`config.mk`:
```
export PLATFORM = sky130hd
export DESIGN_NAME = vsma_div
export DESIGN_NICKNAME = d
export VERILOG_FILES = /design/src/hdl/assert_macros.svh /design/src/hdl/vsma_pkg.sv /design/src/hdl/vsma_div.sv
export SDC_FILE = /design/constraint.sdc
export NUM_CORES = 1
export LEC_CHECK = 0
export BUFFER_PORTS_ARGS = -buffer_cell sky130_fd_sc_hd__buf_2
export CAP_MARGIN = 25
export CORE_ASPECT_RATIO = 1.25
export CORE_MARGIN = 2
export CORE_UTILIZATION = 35
export CTS_CLUSTER_DIAMETER = 80
export DETAILED_ROUTE_END_ITERATION = 16
export GPL_TIMING_DRIVEN = 1
export MAX_ROUTING_LAYER = met4
export PLACE_DENSITY = 0.6
export SYNTH_ARGS = -nofsm -noshare
export SYNTH_HDL_FRONTEND = slang
export SYNTH_SLANG_ARGS = --single-unit
```
`constraint.sdc`:
```
create_clock -name clk -period 7.8 [get_ports clk]
set_input_delay 1.95 -clock clk [delete_from_list [all_inputs] [get_ports clk]]
set_output_delay 1.95 -clock clk [all_outputs]
set_load 0.05 [all_outputs]
```
`src/hdl/assert_macros.svh`:
```
// Assertion macros used by the top level of the vector sum and mean accumulator.
`ifndef ASSERT_MACROS_SVH
`define ASSERT_MACROS_SVH

// Same-cycle implication, sampled on clk and held off while arst_n is low.
`define VSMA_CHECK(name, ante, cons, msg) \
	name: assert property (@(posedge clk) disable iff (!arst_n) (ante) |-> (cons)) \
		else $error(msg);

// Next-cycle implication, sampled on clk and held off while arst_n is low.
`define VSMA_NEXT(name, ante, cons, msg) \
	name: assert property (@(posedge clk) disable iff (!arst_n) (ante) |=> (cons)) \
		else $error(msg);

`endif

```
`src/hdl/vsma_pkg.sv`:
```
// Types and constants shared by the vector sum and mean accumulator.
package vsma_pkg;

	// Fixed field widths.
	localparam int ELEM_W = 32;
	localparam int SUM_W  = 64;
	localparam int CNT_W  = 32;
	localparam int POS_W  = 7;
	localparam int IDX_W  = 6;
	localparam int STAT_W = 2;

	// Command codes of an input beat.
	typedef enum logic [1:0] {
		CMD_CLEAR = 2'd0,
		CMD_ACCUM = 2'd1,
		CMD_AVG   = 2'd2,
		CMD_SUM   = 2'd3
	} cmd_t;

	// Status codes of a result beat.
	localparam logic [STAT_W-1:0] STATUS_OK      = 2'd0;
	localparam logic [STAT_W-1:0] STATUS_EMPTY   = 2'd1;
	localparam logic [STAT_W-1:0] STATUS_DIM_ERR = 2'd2;

	// Saturation limits of a sum.
	localparam logic [SUM_W-1:0] SUM_MAX = {1'b0, {(SUM_W-1){1'b1}}};
	localparam logic [SUM_W-1:0] SUM_MIN = {1'b1, {(SUM_W-1){1'b0}}};

	typedef struct packed {
		cmd_t                     cmd;
		logic signed [ELEM_W-1:0] element_value;
		logic                     element_last;
	} in_item_t;

	typedef struct packed {
		logic signed [SUM_W-1:0] result_value;
		logic [IDX_W-1:0]        dim_index;
		logic                    result_last;
		logic [STAT_W-1:0]       status;
	} out_item_t;

	// Update token that travels down the row of cells.
	typedef struct packed {
		logic                     valid;
		logic                     write;
		logic [IDX_W-1:0]         pos;
		logic signed [ELEM_W-1:0] value;
	} tok_t;

	// Readout control broadcast to every cell.
	typedef struct packed {
		logic load;
		logic shift;
	} cell_ctl_t;

endpackage

```
`src/hdl/vsma_div.sv`:
```
// Bit-serial signed divider: 64-bit sum over a 32-bit unsigned count, truncating.
module vsma_div (
	input  logic                              clk,
	input  logic                              arst_n,
	input  logic                              start,
	input  logic signed [vsma_pkg::SUM_W-1:0] dividend,
	input  logic [vsma_pkg::CNT_W-1:0]        divisor,
	output logic                              done,
	output logic signed [vsma_pkg::SUM_W-1:0] quotient
);

	localparam int STEP_W = $clog2(vsma_pkg::SUM_W);

	logic                       busy_q;
	logic                       done_q;
	logic [STEP_W-1:0]          step_q;
	logic                       neg_q;
	logic [vsma_pkg::SUM_W-1:0] dvd_q;
	logic [vsma_pkg::CNT_W-1:0] rem_q;
	logic [vsma_pkg::CNT_W-1:0] div_q;
	logic [vsma_pkg::SUM_W-1:0] mag;
	logic [vsma_pkg::CNT_W:0]   trial;
	logic [vsma_pkg::CNT_W:0]   diff;
	logic                       ge;

	// Work on magnitudes; the sign is applied to the quotient at the end.
	assign mag   = dividend[vsma_pkg::SUM_W-1] ? (~dividend + 1'b1) : dividend;
	assign trial = {rem_q, dvd_q[vsma_pkg::SUM_W-1]};
	assign diff  = trial - {1'b0, div_q};
	assign ge    = trial >= {1'b0, div_q};

	// Step counter and handshake flags.
	always_ff @(posedge clk or negedge arst_n) begin
		if (!arst_n) begin
			busy_q <= 1'b0;
			done_q <= 1'b0;
			step_q <= '0;
		end else begin
			done_q <= 1'b0;
			if (start) begin
				busy_q <= 1'b1;
				step_q <= '0;
			end else if (busy_q) begin
				step_q <= step_q + 1'b1;
				if (step_q == '1) begin
					busy_q <= 1'b0;
					done_q <= 1'b1;
				end
			end
		end
	end

	// One restoring step per cycle; quotient bits shift in behind the dividend.
	always_ff @(posedge clk) begin
		if (start) begin
			neg_q <= dividend[vsma_pkg::SUM_W-1];
			dvd_q <= mag;
			rem_q <= '0;
			div_q <= divisor;
		end else if (busy_q) begin
			rem_q <= ge ? diff[vsma_pkg::CNT_W-1:0] : trial[vsma_pkg::CNT_W-1:0];
			dvd_q <= {dvd_q[vsma_pkg::SUM_W-2:0], ge};
		end
	end

	assign done     = done_q;
	assign quotient = neg_q ? signed'(~dvd_q + 1'b1) : signed'(dvd_q);

endmodule
```
==> metrics <==
row cnt 67; first-pass GRT wire length approximately 40000 um; Cells after Synth 1065; crit start category flip-flop; chip height 190 um; synth unique cells around 60; number of synthesized flops with an enable pin a little under 100; die area 28900 um^2; register area share after synthesis 0.389; Async SR Flop Fraction 0.0584; top cell type by total area after synthesis edfxtp_1; routed wire length 25000 um; Slew headroom 0.353; clk sinks about 140; DR iter-0 viols ~400; CTS tree yes; CP Capture Type primary output; Hold Path Class reg2reg; Mapped Nets 1200; Finished Layout Cells 1571; clock root cell clkbuf_16; fmax 165 MHz; routability cong. 0.817; top post-synthesis cells by area edfxtp_1, xor2_1, xnor2_1, dfxtp_1, a21oi_1; Leak ~4.6 nW; I/O pin count 164; Core Util, Final 0.422; Slew Viols, Final 0; CTS buffer count 17; layout cells sized above 1 0.186; Post-CTS Setup Inserts 0; placed wire-length estimate 18400 um; Clock Skew roughly 8.6 ps; Initial Util 0.357; RSZ-0062 raised after global routing false; PwrDens 208 nW/um^2; CP arrival between 4000 and 5000 ps; Worst Path Max Fanout 5; routed length per placed instance 15.9 um; Congestion Overflow GR 0; largest net degree at the start of global routing 101; Final ANT Viol Nets 0; top_reg_cell synth edfxtp_1; Final Power 2.37 mW; max cap viols 0; syn_area_per_cell between 9 and 10 um^2; Synth Register Bits approximately 140; initial antenna violation count 6; clk_lat worst skew 420 ps; clock buffer depth 2; area occupied by multi-input gates roughly 5500 um^2; drt via density 5.23; Tmin final 6040 ps; Required @ worst endpoint 5850 ps; vias in the first global route 7970; critical setup path kind reg2out; post-CTS sizing 0; nets@finish 1342; Cells after DPL between 1500 and 2000; register cell area after layout ~3800 um^2; synthesis-to-finish area growth 18.3%; Total GRT Usage 0.177; hold buffers post-CTS 0; Post-synth top cells nor2_1, a21oi_1, edfxtp_1, xor2_1, nand2_1; Hold Vio Cnt, Final 0; htree depth 4; DR DRC count 0; Tcrit/Tclk final 0.775; fill count around 2700; Slew @ Worst Pin just under 1000 ps; DRT Pass-1 Iters 4; synth warn 0; top-area cell type share of the netlist area 0.302; core area 27000 um^2; status complete, no violations; # setup viols final 0; Mapped Area slightly below 10000 um^2; Clock transition at path regs ~60 ps; total number of vias 8223; most numerous cell in the Yosys netlist nor2_1; die width 152 um; I/O Buffers 163; VDD IR-drop max ~0.00012 V; Fin Setup TNS 0 ps
[power by group]
| part | total [mW] | switching (mW) | internal, mW |
|---|---|---|---|
| clock network | 0.834 | 0.331 | 0.503 |
| registers | 0.910 | 0.0601 | 0.850 |
| logic | 0.627 | 0.445 | 0.182 |
[worst max-delay path, cell delays in order, from the launching register on]
cell and delay, ps:
edfxtp_1 430, or4_1 550, or4_1 460, nor3_1 360
nand4_1 330, nor3_1 390, nand4b_1 280, o21ai_0 340
xnor2_1 200, buf_2 320
[cell type report]
type / count / share of cell area
Tap cell: 345 / 0.0378
Clock buffer: 17 / 0.0373
Clock inverter: 14 / 0.0147
Timing Repair Buffer: 170 / 0.0781
Sequential cell: 137 / 0.329
Antenna cell: 7 / 0.00154
Inverter: 45 / 0.0148
Multi-Input combinational cell: 836 / 0.487
[flip-flops by register name, indices dropped and copies added (netlist names)]
register,flops
dvd_q,64
div_q,32
rem_q,32
step_q,6
busy_q,1
done,1
neg_q,1
[logic make-up (layout without fill, tap and decap cells)]
kind of cell               after synthesis  count (layout)  share of synthesized area
AOI/OAI and AO/OA                      296             296                      0.195
xor gates and xnor gates               155             155                      0.141
adders and majority gates               36              36                     0.0475
buffers and inverters                   92             246                     0.0365
DFF                                    137             137                      0.389
muxes                                   21              21                     0.0219
other                                    0               7                          0
and+or+nand+nor                        328             328                      0.169
[per-stage QoR]
| stage | setup WS [ps] | hold WS, ps | instance area (um^2) |
|---|---|---|---|
| 2_1_floorplan | 2800 | 453 | 9640 |
| 3_3_place_gp | 2300 | 475 | 10800 |
| 3_5_place_dp | 2190 | 481 | 10800 |
| 4_1_cts | 1680 | 496 | 11400 |
| 5_1_grt | 1510 | 519 | 11400 |
| 6_report | 1760 | 489 | 11400 |
[layer usage]
layer,part of all wire,GRT usage,up-vias
li1,-,-,4172
met1,0.42,0.206,3832
met2,0.50,0.302,197
met3,0.061,0.0474,22
met4,0.015,0.0470,0
met5,0,-,-
[worst paths after layout]
| path | cells past startpoint | endpoint | slack (ps) | from |
|---|---|---|---|---|
| hold reg to reg | 2 | rem_q[30] | 490 | rem_q[30] |
| setup reg to reg | 12 | rem_q[18] | 4130 | div_q[2] |
| max in group asynchronous | 1 | step_q[1] | 6270 | arst_n |
| setup / recovery | 9 | quotient[63] | 1760 | dvd_q[29] |
| hold / removal | 2 | rem_q[30] | 490 | rem_q[30] |
| min in group asynchronous | 1 | done | 1360 | arst_n |
[cell usage in the layout, fill, tap and decap left out, drive strengths merged, types with 14 or more instances in the layout]
master	netlist	layout
or4	19	19
o41ai	14	14
mux2i	20	20
a211oi	22	22
dfxtp	32	32
nand2	77	77
or3	26	26
nor2	117	117
nor3	17	17
xnor2	74	74
a21oi	104	104
inv	45	50
o21ai	58	58
o31ai	42	42
buf	9	170
xor2	81	81
clkbuf	38	17
edfxtp	97	97
ha	35	35
a21o	23	23
No activity file was read; power rests on OpenSTA's default activity.
