**config.mk**
```make
export PLATFORM = sky130hd
export DESIGN_NAME = vsma_cell
export DESIGN_NICKNAME = d
export VERILOG_FILES = /design/src/hdl/assert_macros.svh /design/src/hdl/vsma_pkg.sv /design/src/hdl/vsma_cell.sv
export SDC_FILE = /design/constraint.sdc
export NUM_CORES = 1
export LEC_CHECK = 0
export BUFFER_PORTS_ARGS = -buffer_cell sky130_fd_sc_hd__buf_2
export CAP_MARGIN = 10
export CORE_ASPECT_RATIO = 1.2
export CORE_MARGIN = 4
export CORE_UTILIZATION = 56
export DETAILED_ROUTE_END_ITERATION = 7
export HOLD_SLACK_MARGIN = 0.08
export PLACE_DENSITY = 0.87
export SKIP_LAST_GASP = 1
export SLEW_MARGIN = 20
export SYNTH_ARGS = -nofsm -noshare
export SYNTH_HDL_FRONTEND = slang
export SYNTH_SLANG_ARGS = --single-unit
```
**constraint.sdc**
```tcl
create_clock -name clk -period 4.45 [get_ports clk]
set_input_delay 0.6675 -clock clk [delete_from_list [all_inputs] [get_ports clk]]
set_output_delay 0.6675 -clock clk [all_outputs]
set_load 0.02 [all_outputs]
```
**src/hdl/assert_macros.svh**
```systemverilog
// Assertion macros used by the top level of the vector sum and mean accumulator.
`ifndef ASSERT_MACROS_SVH
`define ASSERT_MACROS_SVH

// Same-cycle implication, sampled on clk and held off while arst_n is low.
`define VSMA_CHECK(name, ante, cons, msg) \
	name: assert property (@(posedge clk) disable iff (!arst_n) (ante) |-> (cons)) \
		else $error(msg);

// Next-cycle implication, sampled on clk and held off while arst_n is low.
`define VSMA_NEXT(name, ante, cons, msg) \
	name: assert property (@(posedge clk) disable iff (!arst_n) (ante) |=> (cons)) \
		else $error(msg);

`endif

```
**src/hdl/vsma_pkg.sv**
```systemverilog
// Types and constants shared by the vector sum and mean accumulator.
package vsma_pkg;

	// Fixed field widths.
	localparam int ELEM_W = 32;
	localparam int SUM_W  = 64;
	localparam int CNT_W  = 32;
	localparam int POS_W  = 7;
	localparam int IDX_W  = 6;
	localparam int STAT_W = 2;

	// Command codes of an input beat.
	typedef enum logic [1:0] {
		CMD_CLEAR = 2'd0,
		CMD_ACCUM = 2'd1,
		CMD_AVG   = 2'd2,
		CMD_SUM   = 2'd3
	} cmd_t;

	// Status codes of a result beat.
	localparam logic [STAT_W-1:0] STATUS_OK      = 2'd0;
	localparam logic [STAT_W-1:0] STATUS_EMPTY   = 2'd1;
	localparam logic [STAT_W-1:0] STATUS_DIM_ERR = 2'd2;

	// Saturation limits of a sum.
	localparam logic [SUM_W-1:0] SUM_MAX = {1'b0, {(SUM_W-1){1'b1}}};
	localparam logic [SUM_W-1:0] SUM_MIN = {1'b1, {(SUM_W-1){1'b0}}};

	typedef struct packed {
		cmd_t                     cmd;
		logic signed [ELEM_W-1:0] element_value;
		logic                     element_last;
	} in_item_t;

	typedef struct packed {
		logic signed [SUM_W-1:0] result_value;
		logic [IDX_W-1:0]        dim_index;
		logic                    result_last;
		logic [STAT_W-1:0]       status;
	} out_item_t;

	// Update token that travels down the row of cells.
	typedef struct packed {
		logic                     valid;
		logic                     write;
		logic [IDX_W-1:0]         pos;
		logic signed [ELEM_W-1:0] value;
	} tok_t;

	// Readout control broadcast to every cell.
	typedef struct packed {
		logic load;
		logic shift;
	} cell_ctl_t;

endpackage

```
**src/hdl/vsma_cell.sv**
```systemverilog
// One cell of the row: holds the running sum of one dimension.
module vsma_cell (
	input  logic                             clk,
	input  logic                             arst_n,
	input  logic [vsma_pkg::IDX_W-1:0]       cell_idx,
	input  vsma_pkg::tok_t                   tok_in,
	output vsma_pkg::tok_t                   tok_out,
	input  vsma_pkg::cell_ctl_t              ctl,
	input  logic signed [vsma_pkg::SUM_W-1:0] rd_in,
	output logic signed [vsma_pkg::SUM_W-1:0] rd_out
);

	logic signed [vsma_pkg::SUM_W-1:0] sum_q;
	logic signed [vsma_pkg::SUM_W-1:0] rd_q;
	vsma_pkg::tok_t                    tok_s1;
	logic                              hit;
	logic [vsma_pkg::SUM_W-1:0]        elem_ext;
	logic [vsma_pkg::SUM_W:0]          add_full;
	logic [vsma_pkg::SUM_W-1:0]        add_sat;

	// The token belongs to this cell when its position matches.
	assign hit = tok_in.valid && (tok_in.pos == cell_idx);

	// Sign-extend the element and add it with saturation at the 64-bit limits.
	assign elem_ext = {{(vsma_pkg::SUM_W-vsma_pkg::ELEM_W){tok_in.value[vsma_pkg::ELEM_W-1]}},
		tok_in.value};
	assign add_full = {sum_q[vsma_pkg::SUM_W-1], sum_q} + {elem_ext[vsma_pkg::SUM_W-1], elem_ext};

	always_comb begin
		if (add_full[vsma_pkg::SUM_W] != add_full[vsma_pkg::SUM_W-1]) begin
			add_sat = add_full[vsma_pkg::SUM_W] ? vsma_pkg::SUM_MIN : vsma_pkg::SUM_MAX;
		end else begin
			add_sat = add_full[vsma_pkg::SUM_W-1:0];
		end
	end

	// The first vector of a group writes the sum, later vectors add into it.
	always_ff @(posedge clk) begin
		if (hit) begin
			sum_q <= tok_in.write ? signed'(elem_ext) : signed'(add_sat);
		end
	end

	// Pass the token on to the next cell.
	always_ff @(posedge clk or negedge arst_n) begin
		if (!arst_n) begin
			tok_s1 <= '0;
		end else begin
			tok_s1 <= tok_in;
		end
	end

	// Readout register: snapshot of the sum, then shifts toward cell zero.
	always_ff @(posedge clk) begin
		if (ctl.load) begin
			rd_q <= sum_q;
		end else if (ctl.shift) begin
			rd_q <= rd_in;
		end
	end

	assign tok_out = tok_s1;
	assign rd_out  = rd_q;

endmodule

```
==> results of run 1 <==
-- routing by layer --
layer,GRT usage,wire length [um],vias to the layer above
li1,-,-,4145
met1,0.303,10600,4235
met2,0.500,15100,343
met3,0.0604,1800,80
met4,0.124,1130,0
met5,0,0,-
-- Yosys cell counts (3+ instances only) --
| library cell | n | area, um^2 |
|---|---|---|
| edfxtp_1 | 128 | 3840 |
| nand2_1 | 98 | 368 |
| a21oi_1 | 97 | 485 |
| nor2_1 | 68 | 255 |
| ha_1 | 64 | 801 |
| mux2_2 | 64 | 721 |
| o21ai_0 | 44 | 220 |
| dfrtp_1 | 40 | 1000 |
| xnor2_1 | 38 | 333 |
| clkbuf_1 | 36 | 135 |
| a21o_1 | 31 | 233 |
| a2bb2oi_1 | 27 | 236 |
| nand4_1 | 24 | 150 |
| xor2_1 | 24 | 210 |
| inv_1 | 23 | 86.3 |
| o21bai_1 | 18 | 135 |
| buf_2 | 12 | 60.1 |
| a21oi_2 | 10 | 87.6 |
| nand3_1 | 10 | 50.1 |
| a31oi_1 | 8 | 50.1 |
| nor2b_1 | 8 | 50.1 |
| o31ai_1 | 8 | 60.1 |
| and3_1 | 7 | 43.8 |
| a211oi_1 | 6 | 45.0 |
| a221o_1 | 6 | 60.1 |
| and2_1 | 6 | 37.5 |
| nor3_1 | 6 | 30.0 |
| o21a_1 | 6 | 45.0 |
| o211ai_1 | 5 | 37.5 |
| a211o_1 | 4 | 35.0 |
| a221oi_1 | 4 | 35.0 |
| nand2b_1 | 4 | 25.0 |
| a2111oi_0 | 3 | 26.3 |
| buf_4 | 3 | 22.5 |
| nor4_1 | 3 | 18.8 |
| o41ai_1 | 3 | 26.3 |
| or2_2 | 3 | 18.8 |
-- report_power, final --
group          switching (mW)  leakage, nW  internal (mW)
Sequential             0.0161         1.69           1.77
Clock                   0.650        0.277          0.768
Combinational           0.491         3.46          0.340
Total                    1.16         5.43           2.88
-- metrics by stage --
step	instances	utilization	hold slack, ns	power, mW	cell area (um^2)
floorplan	979	-	0.372	2.35	10400
CTS	1457	0.691	0.345	4.05	12600
finish	1457	0.691	0.227	4.04	12600
global route	1457	0.691	0.259	4.20	12600
global placement	1425	0.661	0.574	2.62	12000
detailed placement	1425	0.661	0.578	2.64	12000
-- what timing repair did --
item / CTS / global route
resized for setup: 0 / 1
hold buffers: 0 / 0
setup endpoints to repair: 0 / 3
endpoints found under the hold margin: 0 / 0
-- sequential cells by signal (all words and copies together), names as in the netlist --
signal	cells
rd_out	64
tok_out	40
sum_q	64
-- worst reg2reg max path, stage by stage (launching register included) --
cell,delay (ns)
edfxtp_1,0.47
ha_1,0.33
nand4_1,0.15
or4_1,0.60
or2_0,0.25
or4_4,0.54
a311oi_2,0.34
o21ai_2,0.11
and3_1,0.18
a221o_1,0.44
buf_12,0.20
nand2_1,0.14
o21ai_0,0.11
-- layout make-up --
type,count,area share
Sequential cell,168,0.386
Clock buffer,21,0.0374
Tap cell,224,0.0223
Inverter,25,0.00747
Multi-Input combinational cell,733,0.414
Timing Repair Buffer,275,0.126
Clock inverter,11,0.00677
-- worst max path at each step --
stage,startpoint,to,slack (ns),cells after the start
2_1_floorplan,tok_in[31],sum_q[52],0.31,14
3_3_place_gp,tok_in[31],sum_q[44],-0.02,13
3_5_place_dp,tok_in[31],sum_q[57],-0.11,13
4_1_cts,sum_q[9],sum_q[38],0.27,14
5_1_grt,tok_in[31],sum_q[57],0.11,13
6_report,tok_in[31],sum_q[57],0.30,13
-- cell families (layout without fill, tap and decap cells) --
group,Yosys count,after routing
buffers and inverters,78,332
DFF,168,168
xor gates and xnor gates,62,62
AOI/OAI and AO/OA,295,295
and+or+nand+nor,244,244
adders and majority gates,66,66
muxes,66,66
==> results.yml, run 1 <==
clocking:
  htreeDepth: 4
  cts_max_path_buffers: 2
  root_buffer: "clkbuf_16"
  clk_latency_ns: 0.44
  postCtsSetupRepairBufs: 0
  cts_sinks: 168
  cts_inserted_buffers: 17
  cts_tree: "done"
  clk_pin_slew_ns: 0.07
worst_setup_path:
  cp.buffers_inverters: 2
  slowest_stage: "or4_1"
  critPathMaxFanout: 21
  path_class: "input pin to flip-flop"
  cp.arrival_ns: 4.33
  reg2reg_from: "sum_q[44]"
  path_cells: "buf_2, ha_1, nand4_1, or4_1, or2_0, or4_4, a311oi_2, o21ai_2, and3_1, a221o_1, buf_12, nand2_1, o21ai_0"
  cp.required_ns: 4.63
  ff2ff_setup_slack_ns: 0.34
  cp-start-kind: "input pin"
  crit_family: "simple AND/OR/NAND/NOR gates"
  critPathMaxStageDelay_ns: 0.60
  critPathCaptureType: "flip-flop"
  r2r-end: "sum_q[57]"
  r2r_cells: 12
global_route:
  track_usage: 0.272
  grt_pass1_wl_mm: 45.4
  antenna_found_initial: 0
  grt_pass1_vias: 9153
  grt_max_degree: 65
  overflow: 0
yosys:
  ys_seq_area_frac: 0.468
  ys_types: 62
  synthAdderAreaFrac: 0.0802
  syn_inst: 979
  synth_area_per_cell_um2: 10.6
  synthArstFlopShare: 0.238
  ys_warn_count: 0
  syn_nets: 1158
  synth_seq_cells: 168
  yosys.area_share.simple: 0.107
  synth_edf_count: 128
  synth_top_family_by_area: "compound AO/OA/AOI/OAI gates"
  synth_xor_area_frac: 0.0524
  synthMuxAreaShare: 0.0715
  yosys_most_used_dff: "edfxtp_1"
  synth-compound-area-share: 0.189
  syn_area_um2: 10400
drt:
  ant_nets: 0
  wire_per_inst_um: 19.7
  wirelength_mm: 28.6
  drt_iter0_markers: 668
  vias: 8803
  drc: 0
  viasPerCell: 6.04
  first_pass_iters: 5
sta:
  finalSetupViolCount: 0
  worst_pin_slew_ns: 0.911
  fin_crit_ns: 4.15
  fin_ws_ns: 0.300
  fin_worst_skew_ns: 0.0201
  fmax_mhz: 241
  maxSlewHeadroom: 0.393
  rsz0062_at_grt: "no"
  timing.setup.tns_ns: 0
  fin_crit_sh: 0.933
  hold_viol: 0
  slew_violations: 0
placement:
  gp_congestion: 1.03
  port_buffers: 217
  dp_slack_ns: -0.109
  dp_hpwl_mm: 21.3
die:
  coreArea_um2: 18200
  pin_count: 218
  die_w_um: 132
  start_util: 0.570
  num_rows: 54
  die_y_um: 157
  dieArea_um2: 20700
job:
  maxCapViolations: 0
power_and_ir_drop:
  power_density_nw_per_um2: 321
  power_leakage_nw: 5.43
  ir_drop_mv: 0.253
cells_and_area:
  drive_gt1_frac: 0.320
  seq_area_um2: 4840
  antennaDiodeCount: 0
  fin_nets: 1399
  layout_commonest_cell: "buf_2"
  multi_input_comb_area_um2: 5210
  most-common-layout-cells: "buf_2 (216), edfxtp_1 (128), nand2_1 (98)"
  fillCellCount: 1379
  area_growth_pct: 21.3
outcome:
  outcome: "finished clean"
hold_path:
  hold_class: "input pin to async pin"
Note: power is estimated with default switching activity, not from simulation.
==> run 2: changes to the inputs <==
--- a/config.mk
+++ b/config.mk
@@ -13,7 +13,7 @@
 export DETAILED_ROUTE_END_ITERATION = 7
 export HOLD_SLACK_MARGIN = 0.08
 export PLACE_DENSITY = 0.87
-export SKIP_LAST_GASP = 1
+export RECOVER_POWER = 100
 export SLEW_MARGIN = 20
 export SYNTH_ARGS = -nofsm -noshare
 export SYNTH_HDL_FRONTEND = slang
==> results.yml, run 2 (same netlist as run 1, synthesis figures left out) <==
sta:
  rsz0062_at_grt: "no"
  fin_ws_ns: 0.261
  timing.setup.tns_ns: 0
  maxSlewHeadroom: -0.658
  fin_crit_sh: 0.941
  hold_viol: 0
  worst_pin_slew_ns: 2.49
  fin_crit_ns: 4.19
  slew_violations: 139
  finalSetupViolCount: 0
  fin_worst_skew_ns: 0.0219
  fmax_mhz: 239
die:
  die_w_um: 132
  pin_count: 218
  num_rows: 54
  coreArea_um2: 18200
  dieArea_um2: 20700
  die_y_um: 157
  start_util: 0.570
placement:
  dpl_cell_area_um2: 12000
  dp_hpwl_mm: 21.3
  gp_congestion: 1.03
  dp_slack_ns: -0.109
  port_buffers: 217
cells_and_area:
  finish.instance_area_um2: 12300
  fin_nets: 1399
  multi_input_comb_area_um2: 5180
  area_growth_pct: 19.1
  layout_commonest_cell: "clkbuf_1"
  most-common-layout-cells: "clkbuf_1 (148), edfxtp_1 (128), a21oi_1 (103)"
  seq_area_um2: 4840
  utilization: 0.679
  antennaDiodeCount: 0
  fillCellCount: 1464
  drive_gt1_frac: 0.193
global_route:
  overflow: 0
  grt_max_degree: 65
  track_usage: 0.272
  grt_pass1_wl_mm: 45.4
  antenna_found_initial: 0
  grt_pass1_vias: 9153
worst_setup_path:
  path_class: "input pin to flip-flop"
  crit_family: "simple AND/OR/NAND/NOR gates"
  critPathCaptureType: "flip-flop"
  slowest_stage: "or4_1"
  path_cells: "buf_2, ha_1, nand4_1, or4_1, or2_0, or4_4, a311oi_2, o21ai_1, and3_1, a221o_1, inv_1, buf_12, a2bb2oi_1"
  cp.required_ns: 4.64
  cp-start-kind: "input pin"
  cp.buffers_inverters: 3
  cp.arrival_ns: 4.37
  critPathMaxStageDelay_ns: 0.60
  critPathMaxFanout: 19
power_and_ir_drop:
  ir_drop_mv: 0.254
  p_total_mw: 4.02
  power_density_nw_per_um2: 326
  power_leakage_nw: 5.02
clocking:
  postCtsSetupRepairBufs: 0
  cts_inserted_buffers: 17
  cts_tree: "done"
  cts_sinks: 168
  root_buffer: "clkbuf_16"
  htreeDepth: 4
  ctsHoldBuffers: 0
  clk_latency_ns: 0.44
  ctsResizeCount: 0
  cts_max_path_buffers: 2
  clk_pin_slew_ns: 0.07
drt:
  wire_per_inst_um: 19.8
  first_pass_iters: 5
  drt_iter0_markers: 681
  ant_nets: 0
  vias: 8886
  drc: 0
  wirelength_mm: 28.8
  viasPerCell: 6.10
outcome:
  violations: "capacitance limit, slew limit"
  outcome: "finished with violations"
job:
  maxCapViolations: 3
hold_path:
  hold_class: "input pin to flip-flop"
## run 2: worst paths after layout
| check | start | endpoint | slack (ns) | cells past startpoint |
|---|---|---|---|---|
| worst min-delay path | tok_in[39] | tok_out[39] | 0.35 | 1 |
| min in group asynchronous | arst_n | tok_out[17] | 0.96 | 1 |
| worst min register to register | sum_q[24] | rd_out[24] | 0.60 | 1 |
| worst max register to register | sum_q[44] | sum_q[17] | 0.29 | 12 |
| max in group asynchronous | arst_n | tok_out[1] | 2.10 | 1 |
| worst max-delay path | tok_in[31] | sum_q[17] | 0.26 | 13 |
## run 2: where the power goes
group	internal [mW]	switching [mW]	leakage (nW)
Sequential	1.77	0.0178	1.69
Clock	0.768	0.654	0.277
Combinational	0.313	0.489	3.05
Total	2.86	1.16	5.02
## run 2: cell type report
cell class,instances,area share
multi-input cells,733,0.420
flip-flops and latches,168,0.393
repair buffers,275,0.112
clock buffers,21,0.0381
well taps,224,0.0227
inverters,25,0.00761
clock inverters,11,0.00690
## run 2: layer usage
layer | part of all wire | GRT usage | vias to the layer above
li1 | - | - | 4143
met1 | 0.37 | 0.303 | 4270
met2 | 0.52 | 0.500 | 383
met4 | 0.042 | 0.124 | 0
met3 | 0.063 | 0.0604 | 90
met5 | 0 | 0 | -
## run 2: stage by stage
| stage | cells | hold slack [ns] |
|---|---|---|
| final | 1457 | 0.351 |
| after global routing | 1457 | 0.337 |
| after CTS | 1457 | 0.345 |
| after detailed placement | 1425 | 0.578 |
| after global placement | 1425 | 0.574 |
| after floorplan | 979 | 0.372 |
==> run 3: changes to the inputs <==
--- a/config.mk
+++ b/config.mk
@@ -9,10 +9,10 @@
 export CAP_MARGIN = 10
 export CORE_ASPECT_RATIO = 1.2
 export CORE_MARGIN = 4
-export CORE_UTILIZATION = 56
+export CORE_UTILIZATION = 60
 export DETAILED_ROUTE_END_ITERATION = 7
 export HOLD_SLACK_MARGIN = 0.08
-export PLACE_DENSITY = 0.87
+export PLACE_DENSITY = 0.92
 export RECOVER_POWER = 100
 export SLEW_MARGIN = 20
 export SYNTH_ARGS = -nofsm -noshare
==> constraint.sdc (replaced) <==
create_clock -name clk -period 5.4 [get_ports clk]
set_input_delay 0.81 -clock clk [delete_from_list [all_inputs] [get_ports clk]]
set_output_delay 0.81 -clock clk [all_outputs]
set_load 0.02 [all_outputs]
==> results.yml, run 3 (same netlist as run 1, synthesis figures left out) <==
die:
  die_w_um: 128
  start_util: 0.612
  dieArea_um2: 19400
  pin_count: 218
  die_y_um: 152
  coreArea_um2: 16900
  num_rows: 52
clocking:
  cts_inserted_buffers: 17
  clk_latency_ns: 0.44
  htreeDepth: 4
  cts_max_path_buffers: 2
  root_buffer: "clkbuf_16"
  postCtsSetupRepairBufs: 0
  cts_tree: "done"
  ctsHoldBuffers: 0
  clk_pin_slew_ns: 0.07
  ctsResizeCount: 0
  cts_sinks: 168
sta:
  fmax_mhz: 205
  fin_crit_ns: 4.87
  maxSlewHeadroom: -1.47
  fin_crit_sh: 0.901
  fin_ws_ns: 0.534
  hold_viol: 0
  fin_worst_skew_ns: 0.0104
  timing.setup.tns_ns: 0
  rsz0062_at_grt: "no"
  slew_violations: 238
  worst_pin_slew_ns: 3.71
  finalSetupViolCount: 0
cells_and_area:
  antennaDiodeCount: 0
  utilization: 0.711
  stdcell_count: 1409
  area_growth_pct: 16.2
  most-common-layout-cells: "clkbuf_1 (149), edfxtp_1 (128), a21oi_1 (104)"
  fin_nets: 1359
  drive_gt1_frac: 0.163
  finish.instance_area_um2: 12000
  layout_commonest_cell: "clkbuf_1"
global_route:
  antenna_found_initial: 0
  grt_pass1_vias: 9050
  grt_max_degree: 65
  grt_pass1_wl_mm: 44.5
  track_usage: 0.285
  overflow: 0
placement:
  port_buffers: 217
  gp_congestion: 0.977
  dpl_cell_area_um2: 11700
  dp_cells: 1377
  dp_slack_ns: 0.256
  dp_hpwl_mm: 20.8
worst_setup_path:
  r2r_cells: 12
  critPathCaptureType: "flip-flop"
  r2r-end: "sum_q[4]"
  slowest_stage: "or4_1"
  cp.required_ns: 5.58
  crit_top_cell: "or4_1"
  path_class: "input pin to flip-flop"
  reg2reg_from: "sum_q[44]"
  critPathMaxFanout: 18
  path_cells: "buf_2, ha_1, nand4_1, or4_1, or2_0, or4_1, a311oi_1, o21ai_0, and3_1, a221o_1, inv_1, buf_4, a2bb2oi_1"
  critPathMaxStageDelay_ns: 0.58
  ff2ff_setup_slack_ns: 0.80
  cp-start-kind: "input pin"
  crit_start: "tok_in[31]"
  cp.arrival_ns: 5.05
  endpoint: "sum_q[4]"
hold_path:
  hold_class: "input pin to flip-flop"
  hold_path_depth: 1
power_and_ir_drop:
  internal_power_mw: 2.39
  power_leakage_nw: 4.82
  power_density_nw_per_um2: 281
  power_switching_uw: 991
  p_seq_frac: 0.438
  ir_drop_mv: 0.193
  clkPwrFrac: 0.374
  swShare: 0.293
  comb_power_share: 0.188
outcome:
  violations: "capacitance limit, slew limit"
  outcome: "finished with violations"
job:
  maxCapViolations: 5
drt:
  viasPerCell: 6.24
  wirelength_mm: 28.2
  first_pass_iters: 5
  vias: 8786
  drc: 0
  drt_iter0_markers: 926
  wire_per_inst_um: 20.0
  ant_nets: 0
run 3: cell count changes in the layout (fill, tap and decap cells not counted), sizes merged:
cell / previous run / this run
clkinv: 4 / 2
clkbuf: 173 / 167
buf: 123 / 86
inv: 31 / 33
bufinv: 0 / 1
clkinvlp: 1 / 3
run 3: worst min-delay path by stage:
stage | startpoint | end
6_report | tok_in[33] | tok_out[33]
5_1_grt | tok_in[32] | tok_out[32]
4_1_cts | tok_in[33] | tok_out[33]
3_5_place_dp | sum_q[13] | rd_out[13]
3_3_place_gp | sum_q[24] | rd_out[24]
2_1_floorplan | arst_n | tok_out[0]
run 3: power by group through the flow:
stage	registers, mW	clock network (mW)	logic (mW)
2_1_floorplan	1.57	0	0.365
3_3_place_gp	1.50	0	0.624
3_5_place_dp	1.50	0	0.645
4_1_cts	1.48	1.27	0.651
5_1_grt	1.48	1.33	0.690
6_report	1.48	1.26	0.636
run 3: critical path: cells and delay by family:
| kind | cells | cell delay (ns) |
|---|---|---|
| adders and majority gates | 1 | 0.38 |
| buffers and inverters | 3 | 0.79 |
| and+or+nand+nor | 5 | 1.81 |
| AOI/OAI and AO/OA | 4 | 1.21 |
run 3: area by class of cell:
class                           instances  area [um^2]
Timing Repair Buffer                  235         1050
Sequential cell                       168         4840
Tap cell                              216          270
Multi-Input combinational cell        733         5170
Clock inverter                         14          155
Fill cell                            1293         4890
Inverter                               25         93.8
Clock buffer                           18          450
run 3: per-stage QoR:
step | power (mW) | hold WS, ns
2_1_floorplan | 1.93 | 0.514
6_report | 3.38 | 0.505
3_3_place_gp | 2.12 | 0.577
5_1_grt | 3.50 | 0.491
4_1_cts | 3.40 | 0.485
3_5_place_dp | 2.15 | 0.586
run 3: per-layer routing:
metal	GRT usage	share of wire
met1	0.321	0.36
met2	0.521	0.53
met3	0.0653	0.072
met4	0.103	0.037
met5	0	0
